$ cat src/design/peak_meter_overload_lamps_assert.svh
// ----------------------------------------------------------------------------
// Assertion macros for the peak meter block
// Immediate-consequence and next-cycle property forms, disabled during reset.
// ----------------------------------------------------------------------------
`ifndef PEAK_METER_OVERLOAD_LAMPS_ASSERT_SVH
`define PEAK_METER_OVERLOAD_LAMPS_ASSERT_SVH

// consequence checked in the same cycle
`define PMOL_ASSERT_NOW(label, clk, rst, ante, cons, msg) \
   label: assert property (@(posedge clk) disable iff (rst) (ante) |-> (cons)) \
      else $error(msg);

// consequence checked in the cycle after the antecedent
`define PMOL_ASSERT_NEXT(label, clk, rst, ante, cons, msg) \
   label: assert property (@(posedge clk) disable iff (rst) (ante) |=> (cons)) \
      else $error(msg);

`endif

$ cat src/design/pmol_pkg.sv
// ----------------------------------------------------------------------------
// pmol_pkg
// Shared types and constants of the stereo peak meter with held lamps.
// ----------------------------------------------------------------------------
`default_nettype none

package pmol_pkg;

   localparam int SAMPLE_BITS_DEF = 16;
   localparam int HOLD_BITS_DEF   = 16;

   // Q15 coefficients, kept positive in a signed word
   localparam int COEF_BITS = 17;
   localparam int Q15_SHIFT = 15;
   localparam logic signed [COEF_BITS-1:0] GAIN_Q15  = 17'sd31457;  // 0.96
   localparam logic signed [COEF_BITS-1:0] DECAY_Q15 = 17'sd32440;  // 0.99

   localparam int MODE_BITS      = 2;
   localparam int STEREO_BITS    = 2;
   localparam int LEVEL_BITS     = 15;
   localparam int HOLD_REG_BITS  = 16;
   localparam int CSR_INDEX_BITS = 3;
   localparam int CSR_DATA_BITS  = 16;

   localparam int LAMPS_PER_LANE = 3;
   localparam int LAMP_LOW       = 0;
   localparam int LAMP_HIGH      = 1;
   localparam int LAMP_CLIP      = 2;

   localparam logic [STEREO_BITS-1:0] STEREO_TWO = 2'd2;

   typedef enum logic [MODE_BITS-1:0] {
      MODE_AUDIO = 2'd0,
      MODE_CV    = 2'd1,
      MODE_IDLE  = 2'd2
   } meter_mode_type;

   typedef enum logic [CSR_INDEX_BITS-1:0] {
      REG_METER_MODE    = 3'd0,
      REG_STEREO_ENABLE = 3'd1,
      REG_OVL_LOW       = 3'd2,
      REG_OVL_HIGH      = 3'd3,
      REG_CLIP_LEVEL    = 3'd4,
      REG_HOLD_FRAMES   = 3'd5
   } csr_reg_type;

   localparam logic [MODE_BITS-1:0]     RST_MODE   = MODE_AUDIO;
   localparam logic [STEREO_BITS-1:0]   RST_STEREO = 2'd2;
   localparam logic [LEVEL_BITS-1:0]    RST_LOW    = 15'd27853;
   localparam logic [LEVEL_BITS-1:0]    RST_HIGH   = 15'd29491;
   localparam logic [LEVEL_BITS-1:0]    RST_CLIP   = 15'd31130;
   localparam logic [HOLD_REG_BITS-1:0] RST_HOLD   = 16'd100;

   typedef struct packed {
      logic [MODE_BITS-1:0]     mode;
      logic [STEREO_BITS-1:0]   stereo;
      logic [LEVEL_BITS-1:0]    low_level;
      logic [LEVEL_BITS-1:0]    high_level;
      logic [LEVEL_BITS-1:0]    clip_level;
      logic [HOLD_REG_BITS-1:0] hold_frames;
   } pmol_cfg_type;

   typedef struct packed {
      logic                     audio;     // meter and count this frame
      logic                     meter_en;  // channel is metered
      logic                     cv_copy;   // peak takes the raw sample
      logic [LEVEL_BITS-1:0]    low_level;
      logic [LEVEL_BITS-1:0]    high_level;
      logic [LEVEL_BITS-1:0]    clip_level;
      logic [HOLD_REG_BITS-1:0] hold_frames;
   } lane_ctl_type;

endpackage

`default_nettype wire

$ cat src/design/pmol_csr.sv
// ----------------------------------------------------------------------------
// pmol_csr
// Configuration register file, one write per transfer on the csr channel.
// ----------------------------------------------------------------------------
`default_nettype none

module pmol_csr (
   input  logic                                  clock,
   input  logic                                  reset,
   input  logic                                  wr_en,
   input  logic [pmol_pkg::CSR_INDEX_BITS-1:0]   wr_index,
   input  logic [pmol_pkg::CSR_DATA_BITS-1:0]    wr_data,
   output pmol_pkg::pmol_cfg_type                cfg
);
   import pmol_pkg::*;

   pmol_cfg_type cfg_ff, cfg_in;

   always_comb begin
      cfg_in = cfg_ff;
      if (wr_en) begin
         case (wr_index)
            REG_METER_MODE:    cfg_in.mode        = wr_data[MODE_BITS-1:0];
            REG_STEREO_ENABLE: cfg_in.stereo      = wr_data[STEREO_BITS-1:0];
            REG_OVL_LOW:       cfg_in.low_level   = wr_data[LEVEL_BITS-1:0];
            REG_OVL_HIGH:      cfg_in.high_level  = wr_data[LEVEL_BITS-1:0];
            REG_CLIP_LEVEL:    cfg_in.clip_level  = wr_data[LEVEL_BITS-1:0];
            REG_HOLD_FRAMES:   cfg_in.hold_frames = wr_data[HOLD_REG_BITS-1:0];
            default: begin
            end
         endcase
      end
   end

   always_ff @(posedge clock) begin
      if (reset) begin
         cfg_ff.mode        <= RST_MODE;
         cfg_ff.stereo      <= RST_STEREO;
         cfg_ff.low_level   <= RST_LOW;
         cfg_ff.high_level  <= RST_HIGH;
         cfg_ff.clip_level  <= RST_CLIP;
         cfg_ff.hold_frames <= RST_HOLD;
      end else begin
         cfg_ff <= cfg_in;
      end
   end

   assign cfg = cfg_ff;

endmodule

`default_nettype wire

$ cat src/design/pmol_lane.sv
// ----------------------------------------------------------------------------
// pmol_lane
// One channel: input gain stage, peak follower and three held lamps.
// ----------------------------------------------------------------------------
`default_nettype none

module pmol_lane #(
   parameter int SAMPLE_BITS = pmol_pkg::SAMPLE_BITS_DEF,
   parameter int HOLD_BITS   = pmol_pkg::HOLD_BITS_DEF
) (
   input  logic                                  clock,
   input  logic                                  reset,
   input  logic                                  in_load,
   input  logic signed [SAMPLE_BITS-1:0]         in_sample,
   input  logic                                  upd,
   input  pmol_pkg::lane_ctl_type                ctl,
   output logic signed [SAMPLE_BITS-1:0]         peak,
   output logic [pmol_pkg::LAMPS_PER_LANE-1:0]   lamps
);
   import pmol_pkg::*;

   localparam int ProdBits   = SAMPLE_BITS + COEF_BITS;
   localparam int CmpBits    = (SAMPLE_BITS > LEVEL_BITS ? SAMPLE_BITS : LEVEL_BITS) + 1;
   localparam int CntCmpBits = HOLD_BITS > HOLD_REG_BITS ? HOLD_BITS : HOLD_REG_BITS;
   localparam logic [HOLD_BITS-1:0] CntMax = {HOLD_BITS{1'b1}};

   logic signed [ProdBits-1:0]    gain_prod;
   logic signed [ProdBits-1:0]    decay_prod;
   logic signed [SAMPLE_BITS-1:0] scaled_ff;
   logic signed [SAMPLE_BITS-1:0] raw_ff;
   logic signed [SAMPLE_BITS-1:0] decayed;
   logic signed [SAMPLE_BITS-1:0] peak_ff, peak_in;
   logic signed [CmpBits-1:0]     scaled_ext;
   logic signed [CmpBits-1:0]     level_ext [LAMPS_PER_LANE];
   logic [LEVEL_BITS-1:0]         level [LAMPS_PER_LANE];
   logic [LAMPS_PER_LANE-1:0]     lamp_ff, lamp_in;
   logic [HOLD_BITS-1:0]          cnt_ff [LAMPS_PER_LANE];
   logic [HOLD_BITS-1:0]          cnt_in [LAMPS_PER_LANE];
   logic [HOLD_BITS-1:0]          cnt_inc [LAMPS_PER_LANE];
   logic                          metering;

   // gain stage, registered before the peak loop
   assign gain_prod = ProdBits'(in_sample) * ProdBits'(GAIN_Q15);

   always_ff @(posedge clock) begin
      if (in_load) begin
         scaled_ff <= gain_prod[Q15_SHIFT +: SAMPLE_BITS];
         raw_ff    <= in_sample;
      end
   end

   assign decay_prod = ProdBits'(peak_ff) * ProdBits'(DECAY_Q15);
   assign decayed    = decay_prod[Q15_SHIFT +: SAMPLE_BITS];
   assign metering   = ctl.audio & ctl.meter_en;

   always_comb begin
      if (metering) begin
         peak_in = (scaled_ff > peak_ff) ? scaled_ff : decayed;
      end else if (ctl.cv_copy) begin
         peak_in = raw_ff;
      end else begin
         peak_in = peak_ff;
      end
   end

   assign level[LAMP_LOW]  = ctl.low_level;
   assign level[LAMP_HIGH] = ctl.high_level;
   assign level[LAMP_CLIP] = ctl.clip_level;
   assign scaled_ext       = CmpBits'(scaled_ff);

   always_comb begin
      for (int i = 0; i < LAMPS_PER_LANE; i++) begin
         level_ext[i] = $signed(CmpBits'(level[i]));
         cnt_inc[i]   = (cnt_ff[i] == CntMax) ? cnt_ff[i] : cnt_ff[i] + 1'b1;
         lamp_in[i]   = lamp_ff[i] | (metering & (scaled_ext > level_ext[i]));
         cnt_in[i]    = cnt_ff[i];
         if (ctl.audio && lamp_in[i]) begin
            cnt_in[i] = cnt_inc[i];
            if (CntCmpBits'(cnt_inc[i]) >= CntCmpBits'(ctl.hold_frames)) begin
               lamp_in[i] = 1'b0;
               cnt_in[i]  = '0;
            end
         end
      end
   end

   always_ff @(posedge clock) begin
      if (reset) begin
         peak_ff <= '0;
         lamp_ff <= '0;
         for (int i = 0; i < LAMPS_PER_LANE; i++) begin
            cnt_ff[i] <= '0;
         end
      end else if (upd) begin
         peak_ff <= peak_in;
         lamp_ff <= lamp_in;
         for (int i = 0; i < LAMPS_PER_LANE; i++) begin
            cnt_ff[i] <= cnt_in[i];
         end
      end
   end

   assign peak  = peak_ff;
   assign lamps = lamp_ff;

endmodule

`default_nettype wire

$ cat src/design/peak_meter_overload_lamps.sv
// ----------------------------------------------------------------------------
// peak_meter_overload_lamps
// Stereo peak meter with held overload and clip lamps, two channel lanes.
// ----------------------------------------------------------------------------
//   channel  dir  ports                          payload
//   req      in   req_tvalid/tready/tdata        sample_left, sample_right
//   rsp      out  rsp_tvalid/tready/tdata        peaks, six lamps
//   csr      in   csr_valid/ready/index/data     register write
//
// One frame per cycle while rsp_tready stays high; a frame passes the gain
// register, then the peak and lamp update. The decay multiply plus compare
// sets the loop. The lane state registers double as the result register;
// a frame can wait in the input stage behind a result. Reset is synchronous.
// ----------------------------------------------------------------------------
`default_nettype none

module peak_meter_overload_lamps #(
   parameter int SAMPLE_BITS = pmol_pkg::SAMPLE_BITS_DEF,
   parameter int HOLD_BITS   = pmol_pkg::HOLD_BITS_DEF
) (
   input  logic                                  clock,
   input  logic                                  reset,
   input  logic                                  req_tvalid,
   output logic                                  req_tready,
   // sample_left, sample_right, zero pad
   input  logic [((2*SAMPLE_BITS+7)/8)*8-1:0]   req_tdata,
   output logic                                  rsp_tvalid,
   input  logic                                  rsp_tready,
   // peak_left, peak_right, lamp_overload_low_left, lamp_overload_high_left,
   // lamp_clip_left, lamp_overload_low_right, lamp_overload_high_right,
   // lamp_clip_right, zero pad
   output logic [((2*SAMPLE_BITS+6+7)/8)*8-1:0] rsp_tdata,
   input  logic                                  csr_valid,
   output logic                                  csr_ready,
   input  logic [pmol_pkg::CSR_INDEX_BITS-1:0]   csr_index,
   input  logic [pmol_pkg::CSR_DATA_BITS-1:0]    csr_data
);
   import pmol_pkg::*;

   localparam int OutBits   = ((2*SAMPLE_BITS+6+7)/8)*8;
   localparam int StateBits = 2*SAMPLE_BITS + 2*LAMPS_PER_LANE;

   pmol_cfg_type                  cfg;
   lane_ctl_type                  ctl_left, ctl_right;
   logic                          s1_valid_ff, s1_valid_in;
   logic                          out_valid_ff, out_valid_in;
   logic                          adv, accept, upd;
   logic signed [SAMPLE_BITS-1:0] peak_left, peak_right;
   logic [LAMPS_PER_LANE-1:0]     lamps_left, lamps_right;
   logic [StateBits-1:0]          state_vec;

   assign csr_ready = 1'b1;

   pmol_csr u_csr (
      .clock    (clock),
      .reset    (reset),
      .wr_en    (csr_valid),
      .wr_index (csr_index),
      .wr_data  (csr_data),
      .cfg      (cfg)
   );

   assign adv        = !out_valid_ff || rsp_tready;
   assign req_tready = !s1_valid_ff || adv;
   assign accept     = req_tvalid && req_tready;
   assign upd        = s1_valid_ff && adv;

   assign s1_valid_in  = accept ? 1'b1 : (s1_valid_ff && !upd);
   assign out_valid_in = upd ? 1'b1 : (out_valid_ff && !rsp_tready);

   always_ff @(posedge clock) begin
      if (reset) begin
         s1_valid_ff  <= 1'b0;
         out_valid_ff <= 1'b0;
      end else begin
         s1_valid_ff  <= s1_valid_in;
         out_valid_ff <= out_valid_in;
      end
   end

   always_comb begin
      ctl_left.audio       = (cfg.mode == MODE_AUDIO);
      ctl_left.meter_en    = 1'b1;
      ctl_left.cv_copy     = (cfg.mode == MODE_CV);
      ctl_left.low_level   = cfg.low_level;
      ctl_left.high_level  = cfg.high_level;
      ctl_left.clip_level  = cfg.clip_level;
      ctl_left.hold_frames = cfg.hold_frames;
      ctl_right            = ctl_left;
      ctl_right.meter_en   = (cfg.stereo >= STEREO_TWO);
      ctl_right.cv_copy    = 1'b0;
   end

   pmol_lane #(.SAMPLE_BITS(SAMPLE_BITS), .HOLD_BITS(HOLD_BITS)) u_lane_left (
      .clock     (clock),
      .reset     (reset),
      .in_load   (accept),
      .in_sample ($signed(req_tdata[SAMPLE_BITS-1:0])),
      .upd       (upd),
      .ctl       (ctl_left),
      .peak      (peak_left),
      .lamps     (lamps_left)
   );

   pmol_lane #(.SAMPLE_BITS(SAMPLE_BITS), .HOLD_BITS(HOLD_BITS)) u_lane_right (
      .clock     (clock),
      .reset     (reset),
      .in_load   (accept),
      .in_sample ($signed(req_tdata[2*SAMPLE_BITS-1:SAMPLE_BITS])),
      .upd       (upd),
      .ctl       (ctl_right),
      .peak      (peak_right),
      .lamps     (lamps_right)
   );

   // merge: pack both lanes into one result
   assign state_vec  = {lamps_right, lamps_left, peak_right, peak_left};
   assign rsp_tdata  = OutBits'(state_vec);
   assign rsp_tvalid = out_valid_ff;

`include "peak_meter_overload_lamps_assert.svh"

   `PMOL_ASSERT_NOW(a_no_overrun, clock, reset, accept && s1_valid_ff, adv, "input stage overrun")
   `PMOL_ASSERT_NEXT(a_state_holds, clock, reset, !upd, $stable(state_vec), "state moved without update")
   `PMOL_ASSERT_NEXT(a_update_shown, clock, reset, upd, rsp_tvalid, "update not presented")

endmodule

`default_nettype wire

$ cat config.mk
export PLATFORM = sky130hd
export DESIGN_NAME = peak_meter_overload_lamps
export DESIGN_NICKNAME = d
export VERILOG_FILES = /design/src/design/pmol_pkg.sv /design/src/design/pmol_csr.sv /design/src/design/pmol_lane.sv /design/src/design/peak_meter_overload_lamps.sv
export VERILOG_INCLUDE_DIRS = /design/src /design/src/design
export SDC_FILE = /design/constraint.sdc
export NUM_CORES = 2
export LEC_CHECK = 0
export BUFFER_PORTS_ARGS = -buffer_cell sky130_fd_sc_hd__buf_2
export CORE_MARGIN = 8
export CORE_UTILIZATION = 40
export DETAILED_ROUTE_END_ITERATION = 6
export PLACE_DENSITY = 0.52
export SLEW_MARGIN = 10
export SYNTH_ARGS = -nofsm -noshare
export SYNTH_HDL_FRONTEND = slang
export SYNTH_SLANG_ARGS = --single-unit
$ cat constraint.sdc
create_clock -name clock -period 6.8 [get_ports clock]
set_input_delay 0.34 -clock clock [delete_from_list [all_inputs] [get_ports clock]]
set_output_delay 0.34 -clock clock [all_outputs]
set_load 0.03 [all_outputs]
==> results.tsv <==
stage	metric	value	unit
status	status	completed	
worst_setup_path	worst_setup_path_end_kind	register	
detailed_routing	drc	0	
clocking	clk-insertion-delay-late	600	ps
die	core	86900	um^2
detailed_routing	routed_wl	92.7	mm
clocking	clkTransAtPathRegs	70	ps
worst_setup_path	crit_buf_inv	4	
worst_setup_path	cp-start-kind	register	
cells_and_area	layout_common_cells	inv_1, ha_1, fa_1, nand2_1, a21oi_1	
grt	grt_pass1_vias	25900	
sta	skew	26.1	ps
yosys	yosysTopAreaCell	fa_1	
place	routabilityCongestion	0.896	
sta	setup_ws	724	ps
clocking	cts_tree	yes	
clocking	cts_max_level	1	
clocking	cts-root-buf	clkbuf_16	
die	fp.dieH	312	um
grt	grt_max_degree	56	
yosys	syn-cell-area	35200	um^2
worst_setup_path	slowest_stage	a211oi_1	
yosys	yosysSeqAreaShare	18.2	%
clocking	cts_resized	0	
yosys	syn_area_per_cell	9.66	um^2
worst_setup_path	cp_max_fo	8	
clocking	cts_buffers	29	
place	dp_slack	690	ps
die	ios	99	
sta	timing.final.crit_share	89.4	%
yosys	synth_top_area_share	24.9	%
grt	globalRouteOverflowTotal	0	
cells_and_area	syn_to_final_growth	8.49	%
worst_setup_path	cp_top_family	adder cells	
sta	slew_headroom	24.7	%
sta	fin_crit	6080	ps
sta	tns	0	ps
die	start_util	40.5	%
yosys	ys_warn_count	0	
worst_setup_path	cp_common_cell	fa_1	
flow_run	maxCapViolCount	0	
detailed_routing	first_pass_iters	5	
yosys	async_reset_ff_share	0	%
worst_setup_path	cp_data_arrival_time	6560	ps
worst_setup_path	slowest_delay	590	ps
cells_and_area	drive_gt1_share	5.82	%
sta	grt_setup_unrepaired	no	
place	hpwl	76.6	mm
sta	clock.fmax	165	MHz
die	dieArea	97600	um^2
min_path	min-delay-path-class	primary input to register	
die	rows	108	
detailed_routing	vias	24600	
yosys	synth_edf_count	144	
die	die_x	312	um
cells_and_area	n_fill_cell	8573	
clocking	clockBufferDepth	3	
clocking	clkSinkCount	248	
detailed_routing	wire_per_inst	18.8	um
grt	grt.total_usage	19.1	%
place	port_buffers	95	
sta	maxSlewViolCount	0	
sta	setup_viol	0	
worst_setup_path	crit_chain	inv_1 > fa_1 > fa_1 > inv_1 > fa_1 > fa_1 > inv_1 > fa_1 > inv_1 > ha_1 > and3_1 > nand3_1 > a211oi_1 > o21ai_1 > o21bai_1 > a211oi_1 > o221a_2 > o41ai_2	
cells_and_area	final_common_cell	inv_1	
detailed_routing	antenna_left	0	
clocking	post_cts_buffers	0	
sta	hold_viol_final	0	
cells_and_area	stdcell_area	38100	um^2
detailed_routing	vias_per_cell	5.00	
yosys	synth.distinct_cells	80	
worst_setup_path	path_class	register to register	
yosys	synth_area_leaders	fa_1, ha_1, edfxtp_1	
worst_setup_path	worstPathRequired	7280	ps
yosys	synth-seq-cells	248	
yosys	synth_ff_type	edfxtp_1	
detailed_routing	initialDrtViolationCount	1154	
sta	worst_pin_slew	1130	ps
grt	antenna_found_initial	14	
yosys	syn_inst	3639	
grt	grt_pass1_wl	148	mm
cells_and_area	fin_nets	4864	
place	place_area	37100	um^2
## kinds of logic (layout without fill, tap and decap cells)
family                   count (synthesis)  after routing  synth area share (%)
adder cells (fa/ha/maj)               1066           1066                  47.3
other                                    2             11                0.0214
buffers and inverters                  902           1028                  9.68
multiplexers                            39             39                  1.16
AO/OA/AOI/OAI                          497            497                  9.31
XOR/XNOR                               148            148                  3.69
AND/OR/NAND/NOR                        737            737                  10.7
flip-flops                             248            248                  18.2
## flip-flops by register name, summed over array words and instances (netlist names)
signal / cells
u_csr.cfg: 64
u_lane_left.cnt_ff: 48
u_lane_right.cnt_ff: 48
u_lane_left.peak: 16
u_lane_left.raw_ff: 16
u_lane_left.scaled_ff: 16
u_lane_right.peak: 16
u_lane_right.scaled_ff: 16
u_lane_left.lamps: 3
u_lane_right.lamps: 3
rsp_tvalid: 1
s1_valid_ff: 1
## per-layer routing
layer | vias to the layer above | track usage, % | share of wire [%]
met5 | - | 0 | 0.10
li1 | 12200 | - | -
met2 | 385 | 30.8 | 45
met4 | 14 | 4.28 | 2.2
met1 | 11900 | 26.8 | 48
met3 | 115 | 3.06 | 4.6
## synthesized netlist by cell type (4+ instances only)
library cell and n:
inv_1 852, ha_1 628, fa_1 437, nand2_1 200
a21oi_1 160, edfxtp_1 144, nor2_1 133, dfxtp_1 104
xnor2_1 86, a21o_1 85, nor2b_1 79, o21ai_0 73
nand3_1 70, xor2_1 62, and3_1 53, nand4_1 51
nand2b_1 44, o211ai_1 42, clkbuf_1 38, nor3_1 33
mux2i_1 25, a211oi_1 24, o21a_1 24, and4_1 16
mux2_2 14, or3_1 11, a31oi_1 9, or2_2 9
a221oi_1 8, and2_1 8, o31ai_1 8, buf_2 6
nand3b_1 6, nor4_1 6, o22ai_1 6, nor3b_1 5
o21bai_1 5, a41oi_1 4, o41ai_1 4
## worst register-to-register path: stages, from the launching register on
cell and delay [ps]:
dfxtp_1 560, inv_1 240, fa_1 540, fa_1 510, inv_1 60, fa_1 510
fa_1 550, inv_1 60, fa_1 530, inv_1 40, ha_1 360, and3_1 200
nand3_1 130, a211oi_1 590, o21ai_1 230, o21bai_1 250, a211oi_1 110, o221a_2 260
o41ai_2 250
## path summary, 6_finish.rpt
path                       start                    to  slack (ps)  cells past startpoint
max          u_lane_left.peak[4]  u_lane_left.peak[12]         720                     18
min                 csr_data[14]         u_csr.cfg[14]          40                      3
max reg2reg  u_lane_left.peak[4]  u_lane_left.peak[12]         720                     18
min reg2reg         u_csr.cfg[4]          u_csr.cfg[4]         450                      2
## layout make-up
type,count,area [um^2],area share (%)
tap,1155,1450,3.79
multi-input combinational,2490,25400,66.5
clock buffer,32,737,1.93
inverter,852,3200,8.38
clock inverter,22,279,0.731
timing repair buffer,122,683,1.79
antenna,8,20.0,0.0525
sequential,248,6410,16.8
## per-stage QoR
step | util (%) | hold slack, ps | cells
2_1_floorplan | - | 436 | 3640
3_3_place_gp | 42.7 | 442 | 4865
3_5_place_dp | 42.7 | 447 | 4865
4_1_cts | 43.9 | 6.24 | 4921
5_1_grt | 43.9 | 23.8 | 4923
6_report | 43.9 | 42.1 | 4929
## what timing repair did
item                                    4_1_cts  5_1_grt
hold endpoints to repair                      2        0
hold buffers                                  2        0
endpoints found under the setup margin        0        0
Power is left out: the tool's default activity adds up to more than one toggle a clock period on the data nets, which glitch-free logic cannot reach.
